### config.mk
export PLATFORM = sky130hd
export DESIGN_NAME = i2c_master_bit_engine_flat
export DESIGN_NICKNAME = d
export VERILOG_FILES = /design/src/rtl/i2cm_pkg.sv /design/src/rtl/i2cm_if.sv /design/src/rtl/i2c_master_bit_engine.sv /design/src/rtl/i2cm_step.sv /design/src/flat_wrapper.sv
export SDC_FILE = /design/constraint.sdc
export NUM_CORES = 1
export LEC_CHECK = 0
export BUFFER_PORTS_ARGS = -buffer_cell sky130_fd_sc_hd__clkbuf_2
export CAP_MARGIN = 20
export CORE_UTILIZATION = 50
export CTS_CLUSTER_DIAMETER = 40
export CTS_CLUSTER_SIZE = 24
export DETAILED_ROUTE_END_ITERATION = 10
export GPL_TIMING_DRIVEN = 0
export PLACE_DENSITY_LB_ADDON = 0.08
export SLEW_MARGIN = 20
export SYNTH_ARGS = -nofsm -noshare
export SYNTH_HDL_FRONTEND = slang
export SYNTH_SLANG_ARGS = --single-unit
### constraint.sdc
create_clock -name clk -period 3.8 [get_ports clk]
set_input_delay 0.76 -clock clk [delete_from_list [all_inputs] [get_ports clk]]
set_output_delay 0.76 -clock clk [all_outputs]
set_load 0.005 [all_outputs]
### src/rtl/i2cm_pkg.sv
// Package for the I2C master bit engine: operation codes, the input beat,
// result beat and engine state types. No dependencies.
package i2cm_pkg;

    typedef enum logic [2:0] {
        OP_IDLE  = 3'd0,
        OP_START = 3'd1,
        OP_STOP  = 3'd2,
        OP_WRITE = 3'd3,
        OP_READ  = 3'd4
    } op_t;

    // Phase counts of the data-bit parts of the byte sequences, and the last sub-phase of a write bit
    localparam logic [4:0] WRITE_BIT_PHASES = 5'd24;
    localparam logic [4:0] READ_BIT_PHASES  = 5'd16;
    localparam logic [1:0] SUB_LAST         = 2'd2;

    typedef struct packed {
        logic [2:0] command;
        logic [7:0] write_data;
        logic       send_ack;
        logic       sda_in;
    } i2cm_item_t;

    typedef struct packed {
        logic       scl_out;
        logic       sda_out;
        logic       busy_res;
        logic       done_res;
        logic [7:0] read_data;
        logic       ack_received;
    } i2cm_result_t;

    typedef struct packed {
        op_t        operation;
        logic [4:0] phase_step;
        logic [1:0] bit_phase;
        logic [3:0] bit_counter;
        logic [7:0] shift_byte;
        logic       scl_level;
        logic       sda_level;
        logic       ack_flag;
        logic       ack_to_send;
        logic [7:0] read_byte;
        logic       ack_pending;
    } i2cm_state_t;

endpackage

### src/rtl/i2cm_if.sv
// Channel interfaces of the I2C master bit engine: tick input and result output.
// Each carries valid, ready and the beat's fields. No dependencies.
interface i2cm_tick_if;
    logic       valid;
    logic       ready;
    logic [2:0] command;
    logic [7:0] write_data;
    logic       send_ack;
    logic       sda_in;

    modport source (output valid, command, write_data, send_ack, sda_in, input ready);
    modport sink   (input valid, command, write_data, send_ack, sda_in, output ready);
endinterface

interface i2cm_result_if;
    logic       valid;
    logic       ready;
    logic       scl_out;
    logic       sda_out;
    logic       busy_res;
    logic       done_res;
    logic [7:0] read_data;
    logic       ack_received;

    modport source (output valid, scl_out, sda_out, busy_res, done_res, read_data,
                    ack_received, input ready);
    modport sink   (input valid, scl_out, sda_out, busy_res, done_res, read_data,
                    ack_received, output ready);
endinterface

### src/rtl/i2c_master_bit_engine.sv
// Top level of the I2C master bit engine: engine state register, step logic
// and result register. Depends on i2cm_pkg, i2cm_if.sv and i2cm_step.
//
// Usage:
//   tick   - one beat per bit-timing tick from an external divider. It carries
//            the SDA level seen at the end of the previous tick and, while the
//            engine is idle, a command: start, stop, write byte or read byte.
//            A command given while a sequence runs, or an unused code, is ignored.
//   result - one beat per accepted tick: SCL and SDA drive for that tick, busy,
//            a done pulse on the last tick of a sequence, the last read byte and
//            the acknowledge seen after the last write.
//   Each tick beat is handled by combinational step logic: the result is in the
//   output register on the cycle after acceptance, and one tick beat can be
//   taken every cycle while the receiver takes each result. Throughput is set by the
//   single result register; a start or stop takes 4 ticks, a write 28 and a read 21.
//   When the receiver stalls, the result register holds its beat and tick
//   ready goes low until that beat is taken; ready comes back in the same
//   cycle the receiver takes the beat, so there is no bubble.
//   Reset puts the engine idle with SCL and SDA released, flags cleared and
//   the result register empty.
module i2c_master_bit_engine
    import i2cm_pkg::*;
(
    input  logic          clk,
    input  logic          rst_n,
    i2cm_tick_if.sink     tick,
    i2cm_result_if.source result
);

    i2cm_state_t  state_reg;
    i2cm_state_t  state_next;
    i2cm_item_t   item;
    i2cm_result_t res_next;
    i2cm_result_t res_reg;
    logic         out_valid_reg;
    logic         accept;

    assign item.command    = tick.command;
    assign item.write_data = tick.write_data;
    assign item.send_ack   = tick.send_ack;
    assign item.sda_in     = tick.sda_in;

    // Take a new tick whenever the result register is free or being emptied
    assign tick.ready = ~out_valid_reg | result.ready;
    assign accept     = tick.valid & tick.ready;

    i2cm_step u_step (
        .state      (state_reg),
        .item       (item),
        .state_next (state_next),
        .res        (res_next)
    );

    always_ff @(posedge clk or negedge rst_n)
    begin
        if (!rst_n)
        begin
            // Idle, SCL and SDA released, everything else cleared
            state_reg     <= '{operation: OP_IDLE, scl_level: 1'b1, sda_level: 1'b1,
                               default: '0};
            out_valid_reg <= 1'b0;
        end
        else
        begin
            if (accept)
                state_reg <= state_next;
            if (accept)
                out_valid_reg <= 1'b1;
            else if (result.ready)
                out_valid_reg <= 1'b0;
        end
    end

    // Result payload: no reset needed
    always_ff @(posedge clk)
    begin
        if (accept)
            res_reg <= res_next;
    end

    assign result.valid        = out_valid_reg;
    assign result.scl_out      = res_reg.scl_out;
    assign result.sda_out      = res_reg.sda_out;
    assign result.busy_res     = res_reg.busy_res;
    assign result.done_res     = res_reg.done_res;
    assign result.read_data    = res_reg.read_data;
    assign result.ack_received = res_reg.ack_received;

    // A completed sequence leaves the engine idle
    a_done_idle: assert property (@(posedge clk) disable iff (!rst_n)
        accept && res_next.done_res |=> state_reg.operation == OP_IDLE)
        else $error("engine not idle after done");

    // Idle engine always restarts from phase zero
    a_idle_phase: assert property (@(posedge clk) disable iff (!rst_n)
        state_reg.operation == OP_IDLE |-> state_reg.phase_step == 5'd0)
        else $error("idle engine with nonzero phase");

    // Pending acknowledge sample only exists between sequences
    a_ack_idle: assert property (@(posedge clk) disable iff (!rst_n)
        state_reg.ack_pending |-> state_reg.operation == OP_IDLE)
        else $error("ack pending while busy");

    // A done beat is always a busy beat
    a_done_busy: assert property (@(posedge clk) disable iff (!rst_n)
        out_valid_reg && res_reg.done_res |-> res_reg.busy_res)
        else $error("done without busy");

    // Empty result register never blocks the tick channel
    a_no_block: assert property (@(posedge clk) disable iff (!rst_n)
        !out_valid_reg |-> tick.ready)
        else $error("tick stalled with empty result register");

endmodule

### src/rtl/i2cm_step.sv
// Per-tick next-state and result logic of the I2C master bit engine.
// Depends on i2cm_pkg.
module i2cm_step
    import i2cm_pkg::*;
(
    input  i2cm_state_t  state,
    input  i2cm_item_t   item,
    output i2cm_state_t  state_next,
    output i2cm_result_t res
);

    always_comb
    begin
        i2cm_state_t s;
        logic        last;
        logic        scl_after;
        s         = state;
        last      = 1'b0;
        scl_after = 1'b0;
        res       = '0;

        // Latch a pending write acknowledge, then take a new command
        if (s.operation == OP_IDLE)
        begin
            if (s.ack_pending)
            begin
                s.ack_flag    = ~item.sda_in;
                s.ack_pending = 1'b0;
            end
            if (item.command >= 3'(OP_START) && item.command <= 3'(OP_READ))
            begin
                s.operation   = op_t'(item.command);
                s.phase_step  = '0;
                s.bit_phase   = '0;
                s.bit_counter = '0;
                if (item.command == 3'(OP_WRITE))
                    s.shift_byte = item.write_data;
                if (item.command == 3'(OP_READ))
                begin
                    s.shift_byte  = '0;
                    s.ack_to_send = item.send_ack;
                end
            end
        end

        unique case (s.operation)
            OP_START:
            begin
                case (s.phase_step)
                    5'd0:    s.scl_level = 1'b1;
                    5'd1:    s.sda_level = 1'b1;
                    5'd2:    s.sda_level = 1'b0;
                    default:
                    begin
                        s.scl_level = 1'b0;
                        last        = 1'b1;
                    end
                endcase
            end
            OP_STOP:
            begin
                case (s.phase_step)
                    5'd0:    s.scl_level = 1'b0;
                    5'd1:    s.sda_level = 1'b0;
                    5'd2:    s.scl_level = 1'b1;
                    default:
                    begin
                        s.sda_level = 1'b1;
                        last        = 1'b1;
                    end
                endcase
            end
            OP_WRITE:
            begin
                if (s.phase_step < WRITE_BIT_PHASES)
                begin
                    case (s.bit_phase)
                        2'd0:    s.scl_level = 1'b0;
                        2'd1:
                        begin
                            s.sda_level   = s.shift_byte[7];
                            s.shift_byte  = {s.shift_byte[6:0], 1'b0};
                            s.bit_counter = s.bit_counter + 4'd1;
                        end
                        default: s.scl_level = 1'b1;
                    endcase
                    s.bit_phase = (s.bit_phase == SUB_LAST) ? 2'd0 : s.bit_phase + 2'd1;
                end
                else if (s.phase_step == 5'd24 || s.phase_step == 5'd25)
                    s.scl_level = 1'b0;
                else if (s.phase_step == 5'd26)
                    s.sda_level = 1'b1;
                else
                begin
                    s.scl_level = 1'b1;
                    last        = 1'b1;
                    scl_after   = 1'b1;
                end
            end
            OP_READ:
            begin
                if (s.phase_step == 5'd0)
                    s.scl_level = 1'b0;
                else if (s.phase_step <= READ_BIT_PHASES)
                begin
                    if (s.phase_step == 5'd1)
                        s.sda_level = 1'b1;
                    if (s.phase_step[0])
                        s.scl_level = 1'b1;
                    else
                    begin
                        s.shift_byte  = {s.shift_byte[6:0], item.sda_in};
                        s.bit_counter = s.bit_counter + 4'd1;
                        s.scl_level   = 1'b0;
                    end
                end
                else if (s.phase_step == 5'd17)
                    s.scl_level = 1'b0;
                else if (s.phase_step == 5'd18)
                    s.sda_level = ~s.ack_to_send;
                else if (s.phase_step == 5'd19)
                    s.scl_level = 1'b1;
                else
                begin
                    s.scl_level = 1'b0;
                    s.read_byte = s.shift_byte;
                    last        = 1'b1;
                end
            end
            default: ;
        endcase

        if (s.operation != OP_IDLE)
        begin
            res.busy_res = 1'b1;
            s.phase_step = s.phase_step + 5'd1;
        end

        res.scl_out = s.scl_level;
        res.sda_out = s.sda_level;

        // Close the sequence; after a write, drop SCL and wait for the ack level
        if (last)
        begin
            s.operation  = OP_IDLE;
            s.phase_step = '0;
            if (scl_after)
            begin
                s.scl_level   = 1'b0;
                s.ack_pending = 1'b1;
            end
        end

        res.done_res     = last;
        res.read_data    = s.read_byte;
        res.ack_received = s.ack_flag;
        state_next       = s;
    end

endmodule
### src/flat_wrapper.sv
// flat-port wrapper written by rule: the top's interface ports become plain ports
module i2c_master_bit_engine_flat import i2cm_pkg::*;
  (clk, rst_n, tick_valid, tick_command, tick_write_data, tick_send_ack, tick_sda_in, tick_ready, result_valid, result_scl_out, result_sda_out, result_busy_res, result_done_res, result_read_data, result_ack_received, result_ready);
  i2cm_tick_if tick_i ();
  i2cm_result_if result_i ();
  input  logic clk;
  input  logic rst_n;
  input wire logic [$bits(tick_i.valid)-1:0] tick_valid;
  input wire logic [$bits(tick_i.command)-1:0] tick_command;
  input wire logic [$bits(tick_i.write_data)-1:0] tick_write_data;
  input wire logic [$bits(tick_i.send_ack)-1:0] tick_send_ack;
  input wire logic [$bits(tick_i.sda_in)-1:0] tick_sda_in;
  output wire logic [$bits(tick_i.ready)-1:0] tick_ready;
  output wire logic [$bits(result_i.valid)-1:0] result_valid;
  output wire logic [$bits(result_i.scl_out)-1:0] result_scl_out;
  output wire logic [$bits(result_i.sda_out)-1:0] result_sda_out;
  output wire logic [$bits(result_i.busy_res)-1:0] result_busy_res;
  output wire logic [$bits(result_i.done_res)-1:0] result_done_res;
  output wire logic [$bits(result_i.read_data)-1:0] result_read_data;
  output wire logic [$bits(result_i.ack_received)-1:0] result_ack_received;
  input wire logic [$bits(result_i.ready)-1:0] result_ready;
  assign tick_i.valid = tick_valid;
  assign tick_i.command = tick_command;
  assign tick_i.write_data = tick_write_data;
  assign tick_i.send_ack = tick_send_ack;
  assign tick_i.sda_in = tick_sda_in;
  assign tick_ready = tick_i.ready;
  assign result_valid = result_i.valid;
  assign result_scl_out = result_i.scl_out;
  assign result_sda_out = result_i.sda_out;
  assign result_busy_res = result_i.busy_res;
  assign result_done_res = result_i.done_res;
  assign result_read_data = result_i.read_data;
  assign result_ack_received = result_i.ack_received;
  assign result_i.ready = result_ready;
  i2c_master_bit_engine u_core (.clk(clk), .rst_n(rst_n), .tick(tick_i), .result(result_i));
endmodule
# Word-level counts from Yosys, hierarchy flattened
# Cells that the tools add are included.
# Widths: inputs -> output; s select.
# word_totals
register_bits,49
inputBits,17
# classes
add_sub_neg,3
magnitude_cmp,4
n_eq_ne,16
n_mux,65
n_bitwise,5
reduce_logical,11
# op_table
op,count
$mux 8,9
$mux 12,4
$mux 22,2
$mux 1,35
$eq 5x5->1 const B,6
$pmux 12 s2,1
$mux 14,1
$mux 2,5
$pmux 1 s2,5
$eq 3x2->1 const B,3
$pmux 2 s4,1
$eq 3x3->1 const B,2
$reduce_or 2->1,3
$add 5x1->5 const B,1
$eq 5x1->1 const B,1
$eq 5x2->1 const B,1
$le 5x5->1 const B,1
$logic_not 5->1,1
$lt 5x5->1 const B,1
$mux 5,1
$add 4x1->4 const B,1
$eq 3x1->1 const B,1
$ge 3x1->1 const B,1
$le 3x3->1 const B,1
other kinds (14),16

# Logic depth before layout (Yosys ltp)
# Gate-level depths: netlist of run 1.
# logic_depth
ltp_word,14
ltp_mapped,8
mapped_depth_nobuf,6

# By module
# Synthesis of run 1 repeated with hierarchy kept, for this count alone.
# hier_totals
cells_unflattened,293
area_unflattened_um2,3150.5
# by_module_without_submodules
mod,instances,cells_each,area_per_inst_um2,seq_area_each_um2
i2c_master_bit_engine,1,91,1865.5,1293.7
i2cm_step,1,202,1285.0,0.0

# Worst setup path before layout of run 1
# No wires, ideal clock.
# synth_path
path_kind,input to register
startpoint,input result_ready
endpoint,register u_core.state_reg[25] in the netlist's numbering
arrival_time_ps,2250
required_time_ps,3678
slack_ps,1429
stages,6
path_buffers,1
path_cell_list,nand2b_1 nand2_1 inv_2 buf_1 o21ai_0 a32o_1
# synth_between
elab_chain_len,2
# synth_rtl
item,line,source
start: declaration,flat_wrapper.sv:21,input wire logic [$bits(result_i.ready)-1:0] result_ready;
$or 1x1->1,i2c_master_bit_engine.sv:44,assign tick.ready = ~out_valid_reg | result.ready;
$and 1x1->1,i2c_master_bit_engine.sv:45,assign accept = tick.valid & tick.ready;
via u_core.accept,i2c_master_bit_engine.sv:36,logic accept;
end signal: assignment,i2c_master_bit_engine.sv:59,"state_reg <= '{operation: OP_IDLE, scl_level: 1'b1, sda_level: 1'b1,"
end signal: assignment,i2c_master_bit_engine.sv:66,state_reg <= state_next;
end: declaration,i2c_master_bit_engine.sv:30,i2cm_state_t state_reg;
# The timed path passes the listed nets, and every way through them passes these cells.
# A chain may end at the register's enable or synchronous reset.

==> results of run 1 <==
worst max-delay path, delay by kind of cell, from the launching register on:
family	cells	cell delay, ns
buffers and inverters	2	0.41
DFF	1	0.38
and+or+nand+nor	3	0.78
AOI/OAI and AO/OA	3	0.64
per-layer routing:
| layer | wire length [um] | track usage | up-vias |
|---|---|---|---|
| met2 | 2994 | 0.3649 | 96 |
| li1 | - | - | 1121 |
| met1 | 3104 | 0.3538 | 1119 |
| met5 | 0 | 0 | - |
| met3 | 550 | 0.05269 | 20 |
| met4 | 132 | 0.07692 | 0 |
kinds of logic after synthesis:
logic type	Yosys count
AO/OA/AOI/OAI	99
adder cells (fa/ha/maj)	1
buffers and inverters	29
flip-flops	45
multiplexers	17
AND/OR/NAND/NOR	86
power groups by stage:
stage               logic [W]  registers, W  clock network, W
detailed placement    0.00124      0.000845                 0
global route          0.00138      0.000862          0.000340
CTS                   0.00125      0.000837          0.000320
floorplan            0.000952      0.000820                 0
finish                0.00126      0.000841          0.000306
global placement      0.00123      0.000840                 0
per-stage QoR:
| step | setup slack [ns] | util | total power, W | instance area [sq um] | cells |
|---|---|---|---|---|---|
| after detailed placement | 1.107 | 0.5788 | 0.002086 | 3013 | 378 |
| after floorplan | 1.429 | - | 0.001773 | 2769 | 277 |
| after global routing | 1.287 | 0.5969 | 0.002582 | 3107 | 386 |
| after CTS | 1.434 | 0.5969 | 0.002403 | 3107 | 386 |
| after global placement | 0.7595 | 0.5786 | 0.002065 | 3012 | 378 |
| final | 1.328 | 0.5969 | 0.002410 | 3107 | 386 |
Yosys cell counts (all sizes together), types with 2 or more instances:
master / n / area [sq um]
dfstp: 2 / 52.55
a22o: 10 / 87.58
nand2: 32 / 120.1
nand2b: 5 / 31.28
o41ai: 2 / 25.03
a21oi: 9 / 45.04
mux2: 16 / 187.7
o21ai: 40 / 252.8
edfxtp: 13 / 390.4
and3: 3 / 18.77
buf: 8 / 70.06
nor2: 18 / 70.07
nor4: 2 / 12.51
nor2b: 2 / 12.51
nand3: 4 / 32.53
nor3: 5 / 30.03
a21boi: 2 / 15.02
inv: 10 / 37.54
clkbuf: 11 / 81.33
a21o: 9 / 72.57
o31ai: 2 / 15.01
a31o: 2 / 17.52
a31oi: 3 / 18.77
dfrtp: 30 / 750.7
or3: 4 / 30.03
o22ai: 2 / 12.51
nor3b: 3 / 22.52
o2111ai: 2 / 17.52
a311oi: 2 / 17.52
area by class of cell:
cell class                      instances  share of cell area
Sequential cell                        45              0.3842
Clock buffer                            5             0.02215
Timing Repair Buffer                   31             0.04994
Buffer                                 19             0.04913
Clock inverter                          3            0.008055
Tap cell                               70             0.02819
Inverter                               10             0.01208
Multi-Input combinational cell        203              0.4462
path summary, 6_finish.rpt:
path                                 startpoint                    end  slack [ns]
min in group asynchronous                 rst_n   u_core.state_reg[29]        0.56
max                        u_core.state_reg[32]  u_core.result.sda_out        1.33
min                         u_core.state_reg[8]    u_core.state_reg[8]        0.49
min reg2reg                 u_core.state_reg[8]    u_core.state_reg[8]        0.49
max reg2reg                u_core.state_reg[32]  u_core.result.sda_out        1.33
max in group asynchronous                 rst_n   u_core.state_reg[26]        2.69
==> results.sh, run 1 <==
export IMPL_area_growth_pct=12.20
export IMPL_syn_nets=294
export IMPL_die_w_um=76.42
export IMPL_via_per_inst=6.104
export IMPL_clk_path_buf_depth=2
export IMPL_synthSimpleGateAreaFrac=0.1631
export IMPL_gp_congestion=0.8899
export IMPL_die_h_um=76.42
export IMPL_post_cts_resized=0
export IMPL_combPwrFrac=0.524
export IMPL_crit_type="flop to flop"
export IMPL_fin_crit_sh=0.6506
export IMPL_holdWs_ns=0.4944
export IMPL_cts_tree="built"
export IMPL_muxShareOfSynthArea=0.07140
export IMPL_ys_flop_type="dfrtp_1"
export IMPL_ys_ff_latch=45
export IMPL_synth_compound_area_frac=0.2625
export IMPL_critPathCaptureType="flop"
export IMPL_vias=2356
export IMPL_setup_tns_ns=0
export IMPL_initial_core_util=0.5320
export IMPL_grt_setup_unrepaired="false"
export IMPL_multi_input_area_sq_um=1386
export IMPL_wl_per_cell_um=17.57
export IMPL_largest_register_ffs=31
export IMPL_hp_class="flop to flop"
export IMPL_ir_worst_vdd_v=0.0004074
export IMPL_finalMaxSlewViolations=0
export IMPL_grt_pass1_wl_mm=11.15
export IMPL_cp_data_required_time_ns=3.86
export IMPL_drtIter0Drc=139
export IMPL_drive_gt1_frac=0.2911
export IMPL_numCtsBuffers=5
export IMPL_core_area_sq_um=5205
export IMPL_io_pins=32
export IMPL_antenna_found_initial=0
export IMPL_final_common_cell="nand2_1"
export IMPL_drtAntennaViolNets=0
export IMPL_finalClockSkew_ns=0.005837
export IMPL_rows=26
export IMPL_switchingPower_w=0.001011
export IMPL_synth_top_family_by_area="compound AO/OA/AOI/OAI gates"
export IMPL_most_common_layout_cells="nand2_1, clkbuf_2, dfrtp_1"
export IMPL_maxCapViolations=0
export IMPL_tightestPinTransition_ns=1.018
export IMPL_io_buffers=31
export IMPL_yosys_warnings=0
export IMPL_clk_pin_slew_ns=0.09
export IMPL_clock_sinks=45
export IMPL_drc_errors=0
export IMPL_fin_nets=332
export IMPL_synth_cell_types=68
export IMPL_htreeDepth=2
export IMPL_firstDrtPassIters=4
export IMPL_finalHoldViolations=0
export IMPL_outcome="complete, no violations"
export IMPL_dp_hpwl_mm=4.783
export IMPL_postCtsSetupBuffers=0
export IMPL_clkPwrFrac=0.127
export IMPL_crit_fanout=10
export IMPL_crit_path_start_kind="flop"
export IMPL_r2r_cells=8
export IMPL_synthArstFlopShare=0.7111
export IMPL_syn_inst=277
export IMPL_postCtsHoldBufs=0
export IMPL_slowest_stage="nand3_1"
export IMPL_synth_seq_area_share=0.4311
export IMPL_grt_use_total=0.2449
export IMPL_dieArea_sq_um=5839
export IMPL_synth_xor_area_frac=0
export IMPL_clkLatencyLatePin_ns=0.30
export IMPL_syn_area_sq_um=2769
export IMPL_setup_violations=0
export IMPL_min_path_cells=2
export IMPL_synthAdderAreaFrac=0.003615
export IMPL_p_leak_nw=1.369
export IMPL_overflow=0
export IMPL_slew_headroom=0.3139
export IMPL_power_internal_w=0.001399
export IMPL_critPathArrivalTime_ns=2.53
export IMPL_min_period_ns=2.472
export IMPL_power_density_nw_per_um2=775.8
export IMPL_cts_root_buf="clkbuf_8"
export IMPL_switching_share=0.4195
export IMPL_fmax_mhz=404.5
export IMPL_wl_mm=6.782
export IMPL_antennaDiodeCount=0
export IMPL_path_cells="buf_6, nor3_2, buf_2, nand3_1, a21o_1, a31oi_1, nand4_1, a21boi_1"
export IMPL_seq_power_share=0.349
export IMPL_final_seq_area_sq_um=1194
export IMPL_fillCellCount=471
export IMPL_cp_slowest_stage_delay_ns=0.40
export IMPL_grt_pass1_vias=2201
export IMPL_grt_start_max_net_pins=33
export IMPL_avgSynthCellArea_sq_um=9.996
export IMPL_synth_edff_count=13
Note: power is estimated with default switching activity, not from simulation.
==> run 2, diff against run 1 <==
==> constraint.sdc (replaced) <==
create_clock -name clk -period 2.4 [get_ports clk]
set_input_delay 0.48 -clock clk [delete_from_list [all_inputs] [get_ports clk]]
set_output_delay 0.48 -clock clk [all_outputs]
set_load 0.005 [all_outputs]
==> run 2 against run 1 <==
Routed wire length decreased by 1.1%. Total power rose by 59%. Sequential share of layout area fell by 0.20 points.
==> results.sh, run 2 (synthesized netlist as in run 1, its figures left out) <==
export IMPL_grt_use_total=0.2449
export IMPL_drc_errors=0
export IMPL_grt_pass1_wl_mm=11.15
export IMPL_critPathCaptureType="flop"
export IMPL_fmax_mhz=442.6
export IMPL_antenna_found_initial=0
export IMPL_cts_tree="built"
export IMPL_slew_headroom=0.4288
export IMPL_die_h_um=76.42
export IMPL_io_pins=32
export IMPL_clkLatencyLatePin_ns=0.30
export IMPL_drtIter0Drc=122
export IMPL_antennaDiodeCount=0
export IMPL_postCtsHoldBufs=0
export IMPL_initial_core_util=0.5320
export IMPL_tightestPinTransition_ns=0.8567
export IMPL_ir_worst_vdd_v=0.0006467
export IMPL_min_period_ns=2.260
export IMPL_power_density_nw_per_um2=1227
export IMPL_grt_setup_unrepaired="false"
export IMPL_maxCapViolations=0
export IMPL_finalMaxSlewViolations=0
export IMPL_dieArea_sq_um=5839
export IMPL_drive_gt1_frac=0.2943
export IMPL_clk_pin_slew_ns=0.09
export IMPL_fin_nets=332
export IMPL_finalClockSkew_ns=0.008704
export IMPL_htreeDepth=2
export IMPL_final_common_cell="nand2_1"
export IMPL_clk_path_buf_depth=2
export IMPL_vias=2336
export IMPL_largest_register_ffs=31
export IMPL_die_w_um=76.42
export IMPL_io_buffers=31
export IMPL_crit_type="flop to flop"
export IMPL_fin_crit_sh=0.9415
export IMPL_cp_data_required_time_ns=2.46
export IMPL_critPathArrivalTime_ns=2.32
export IMPL_setup_violations=0
export IMPL_gp_congestion=0.8899
export IMPL_via_per_inst=6.052
export IMPL_grt_start_max_net_pins=33
export IMPL_numCtsBuffers=5
export IMPL_fin_area_sq_um=3123
export IMPL_dp_hpwl_mm=4.783
export IMPL_most_common_layout_cells="nand2_1, clkbuf_2, dfrtp_1"
export IMPL_wl_mm=6.708
export IMPL_firstDrtPassIters=5
export IMPL_cts_root_buf="clkbuf_8"
export IMPL_outcome="complete, no violations"
export IMPL_p_leak_nw=1.375
export IMPL_crit_path_start_kind="flop"
export IMPL_crit_fanout=10
export IMPL_area_growth_pct=12.79
export IMPL_hp_class="input port to asynchronous set/reset pin"
export IMPL_postCtsSetupBuffers=0
export IMPL_wl_per_cell_um=17.38
export IMPL_drtAntennaViolNets=0
export IMPL_rows=26
export IMPL_finalHoldViolations=0
export IMPL_clock_sinks=45
export IMPL_grt_pass1_vias=2201
export IMPL_setup_tns_ns=0
export IMPL_core_area_sq_um=5205
export IMPL_place_area_sq_um=3013
export IMPL_overflow=0
[run 2: cell counts in the layout (fill, tap and decap cells not counted)]
Identical to the previous run, type by type.
[run 2: stage by stage]
stage	utilization	hold slack [ns]	cells	total power, W	setup slack (ns)
2_1_floorplan	-	0.1844	277	0.002807	0.3086
3_3_place_gp	0.5786	0.4598	378	0.003270	-0.3605
6_report	0.6000	0.2690	386	0.003832	0.1404
5_1_grt	0.6000	0.3329	386	0.004106	0.05039
3_5_place_dp	0.5788	0.4702	378	0.003303	-0.01287
4_1_cts	0.5969	0.3084	386	0.003805	0.03445
[run 2: final cells by class]
type / instances / area, sq um
well taps: 70 / 87.58
multi-input cells: 203 / 1403
fillers: 470 / 2082
flip-flops and latches: 45 / 1194
repair buffers: 31 / 155.1
clock inverters: 3 / 25.02
plain buffers: 19 / 152.6
inverters: 10 / 37.54
clock buffers: 5 / 68.82
[run 2: path summary, 6_finish.rpt]
check | startpoint | to | slack (ns) | cells after the start
max | u_core.state_reg[32] | u_core.result.sda_out | 0.14 | 8
min in group clk | tick_valid | u_core.result.valid | 0.39 | 2
max in group asynchronous | rst_n | u_core.state_reg[26] | 1.59 | 1
max reg2reg | u_core.state_reg[32] | u_core.result.sda_out | 0.14 | 8
min reg2reg | u_core.state_reg[8] | u_core.state_reg[8] | 0.49 | 2
min | rst_n | u_core.state_reg[29] | 0.27 | 1
[run 2: routing by layer]
| metal | track usage | share of wire | up-vias |
|---|---|---|---|
| met1 | 0.3538 | 0.47 | 1103 |
| met5 | 0 | 0 | - |
| met2 | 0.3649 | 0.44 | 101 |
| met4 | 0.07692 | 0.025 | 0 |
| li1 | - | - | 1114 |
| met3 | 0.05269 | 0.070 | 18 |
[run 2: power breakdown]
group	total, W	internal (W)	leakage, nW	switching [W]
Sequential	0.00133	0.00113	0.517	0.000198
Clock	0.000493	0.000210	0.0447	0.000282
Combinational	0.00201	0.000877	0.813	0.00113
Total	0.00383	0.00222	1.38	0.00161
[run 2: timing repair]
action                                 in CTS  in global routing
endpoints found under the hold margin       0                  0
setup endpoints to repair                   0                  9
gates resized for setup                     0                  2
[run 2: worst max-delay path, cell delays in order, from the launching register on]
cell and delay [ns]:
dfrtp_1 0.38, buf_6 0.13, nor3_2 0.24, buf_2 0.29
nand3_2 0.26, a21o_1 0.23, a31oi_1 0.20, nand4_1 0.14
a21boi_1 0.15
==> run 3, diff against run 2 <==
--- a/config.mk
+++ b/config.mk
@@ -13,6 +13,7 @@
 export DETAILED_ROUTE_END_ITERATION = 10
 export GPL_TIMING_DRIVEN = 0
 export PLACE_DENSITY_LB_ADDON = 0.08
+export RECOVER_POWER = 50
 export SLEW_MARGIN = 20
 export SYNTH_ARGS = -nofsm -noshare
 export SYNTH_HDL_FRONTEND = slang
==> run 3 against run 2 <==
The run now ends with max-capacitance violations, max-slew violations left. Via count rose by 0.13%. Clock-buffer cell count did not move. Fmax rose by 0.44%. Critical endpoint is now u_core.state_reg[2].
==> results.sh, run 3 (synthesized netlist as in run 1, its figures left out) <==
export IMPL_fin_crit_sh=0.9373
export IMPL_layout_cells_non_filler=386
export IMPL_crit_path_start_kind="flop"
export IMPL_dieArea_sq_um=5839
export IMPL_area_growth_pct=12.52
export IMPL_setup_violations=0
export IMPL_hp_class="input port to flop"
export IMPL_setup_tns_ns=0
export IMPL_largest_register_ffs=31
export IMPL_clkLatencyLatePin_ns=0.30
export IMPL_cp_slowest_stage_delay_ns=0.44
export IMPL_wl_per_cell_um=17.41
export IMPL_crit_type="flop to flop"
export IMPL_cts_tree="built"
export IMPL_fillCellCount=472
export IMPL_grt_setup_unrepaired="false"
export IMPL_grt_use_total=0.2449
export IMPL_drc_errors=0
export IMPL_failed_checks="max-capacitance violations, max-slew violations"
export IMPL_critPathCaptureType="flop"
export IMPL_drtAntennaViolNets=0
export IMPL_slowest_stage="or3_1"
export IMPL_wl_mm=6.719
export IMPL_slew_headroom=-0.2203
export IMPL_place_area_sq_um=3013
export IMPL_cts_root_buf="clkbuf_8"
export IMPL_switchingPower_w=0.001613
export IMPL_power_internal_w=0.002210
export IMPL_io_buffers=31
export IMPL_hold_start="tick_valid"
export IMPL_cp_data_required_time_ns=2.59
export IMPL_core_area_sq_um=5205
export IMPL_antennaDiodeCount=0
export IMPL_fin_total_pwr_w=0.003823
export IMPL_fin_area_sq_um=3115
export IMPL_r2r_cells=8
export IMPL_dr_wl_met3_um=456
export IMPL_finalHoldViolations=0
export IMPL_most_common_layout_cells="nand2_1, dfrtp_1, clkbuf_2"
export IMPL_die_h_um=76.42
export IMPL_clock_sinks=45
export IMPL_r2r_start="u_core.state_reg[32]"
export IMPL_grt_start_max_net_pins=33
export IMPL_antenna_found_initial=0
export IMPL_min_path_cells=2
export IMPL_clk_pin_slew_ns=0.09
export IMPL_postCtsHoldBufs=0
export IMPL_clkPwrFrac=0.129
export IMPL_finalClockSkew_ns=0.008380
export IMPL_tightestPinTransition_ns=1.830
export IMPL_dp_hpwl_mm=4.783
export IMPL_critPathArrivalTime_ns=2.44
export IMPL_die_w_um=76.42
export IMPL_switching_share=0.4218
export IMPL_finalMaxSlewViolations=33
export IMPL_fin_nets=332
export IMPL_utilization=0.5986
export IMPL_power_density_nw_per_um2=1227
export IMPL_drt_met1_wl_mm=3.128
export IMPL_maxUsedRoutingLayer="met4"
export IMPL_p_leak_nw=1.368
export IMPL_path_cells="buf_6, or3_1, or3_1, buf_6, a22o_1, o21ai_2, o21ai_2, mux2_2"
export IMPL_combPwrFrac=0.523
export IMPL_rows=26
export IMPL_vias=2339
export IMPL_seq_power_share=0.348
export IMPL_via_per_inst=6.060
export IMPL_initial_core_util=0.5320
export IMPL_firstDrtPassIters=5
export IMPL_overflow=0
export IMPL_drive_gt1_frac=0.2848
export IMPL_gp_congestion=0.8899
export IMPL_numCtsBuffers=5
export IMPL_htreeDepth=2
export IMPL_timing_rr_end="u_core.state_reg[2]"
export IMPL_drtIter0Drc=136
export IMPL_clk_path_buf_depth=2
export IMPL_grt_pass1_wl_mm=11.15
export IMPL_hold_end="u_core.result.valid"
export IMPL_regToRegSetupSlack_ns=0.15
export IMPL_maxCapViolations=1
export IMPL_ir_worst_vdd_v=0.0006472
export IMPL_outcome="finished with violations"
export IMPL_grt_pass1_vias=2201
export IMPL_fmax_mhz=444.5
export IMPL_final_common_cell="nand2_1"
export IMPL_crit_fanout=9
export IMPL_placed_cells=378
export IMPL_min_period_ns=2.250
export IMPL_io_pins=32
export IMPL_wl_met2_mm=2.957
## run 3: cell counts in the layout (fill, tap and decap cells not counted)
Identical to the previous run, type by type.
## run 3: final cells by class
type,count,area (sq um),share of cell area
Multi-Input combinational cell,203,1398,0.4486
Buffer,19,152.6,0.04900
Clock buffer,5,68.82,0.02209
Clock inverter,3,25.02,0.008032
Sequential cell,45,1194,0.3831
Timing Repair Buffer,31,152.6,0.04900
Inverter,10,37.54,0.01205
Tap cell,70,87.58,0.02811
## run 3: per-layer routing
metal,GRT usage,up-vias
li1,-,1116
met1,0.3538,1106
met2,0.3649,97
met3,0.05269,20
met4,0.07692,0
met5,0,-
## run 3: critical path, delay by kind of cell, from the launching register on
kind | cells | cell delay (ns)
buffers and inverters | 2 | 0.28
AO/OA/AOI/OAI | 3 | 0.42
multiplexers | 1 | 0.27
AND/OR/NAND/NOR | 2 | 0.79
flip-flops | 1 | 0.38
## run 3: worst max path at each step
stage | startpoint | to | cells after the start
floorplan | result_ready | u_core.state_reg[25] | 6
detailed placement | tick_command[1] | u_core.result.sda_out | 7
global route | u_core.state_reg[32] | u_core.result.sda_out | 8
global placement | result_ready | u_core.state_reg[25] | 7
finish | u_core.state_reg[32] | u_core.state_reg[2] | 8
CTS | u_core.state_reg[32] | u_core.result.sda_out | 8
## run 3: through the flow
stage	setup WS [ns]	hold slack, ns
2_1_floorplan	0.3086	0.1844
3_3_place_gp	-0.3605	0.4598
3_5_place_dp	-0.01287	0.4702
4_1_cts	0.03445	0.3084
5_1_grt	0.05127	0.4050
6_report	0.1504	0.3875
## run 3: what timing repair did
action                                  4_1_cts  5_1_grt
endpoints found under the setup margin        0        9
setup buffers                                 0        0
resized for setup                             0        2
## run 3: power groups by stage
| stage | clock network [W] | logic (W) | registers (W) |
|---|---|---|---|
| floorplan | 0 | 0.00151 | 0.00130 |
| global placement | 0 | 0.00194 | 0.00133 |
| detailed placement | 0 | 0.00196 | 0.00134 |
| CTS | 0.000506 | 0.00197 | 0.00133 |
| global route | 0.000539 | 0.00219 | 0.00136 |
| finish | 0.000493 | 0.00200 | 0.00133 |
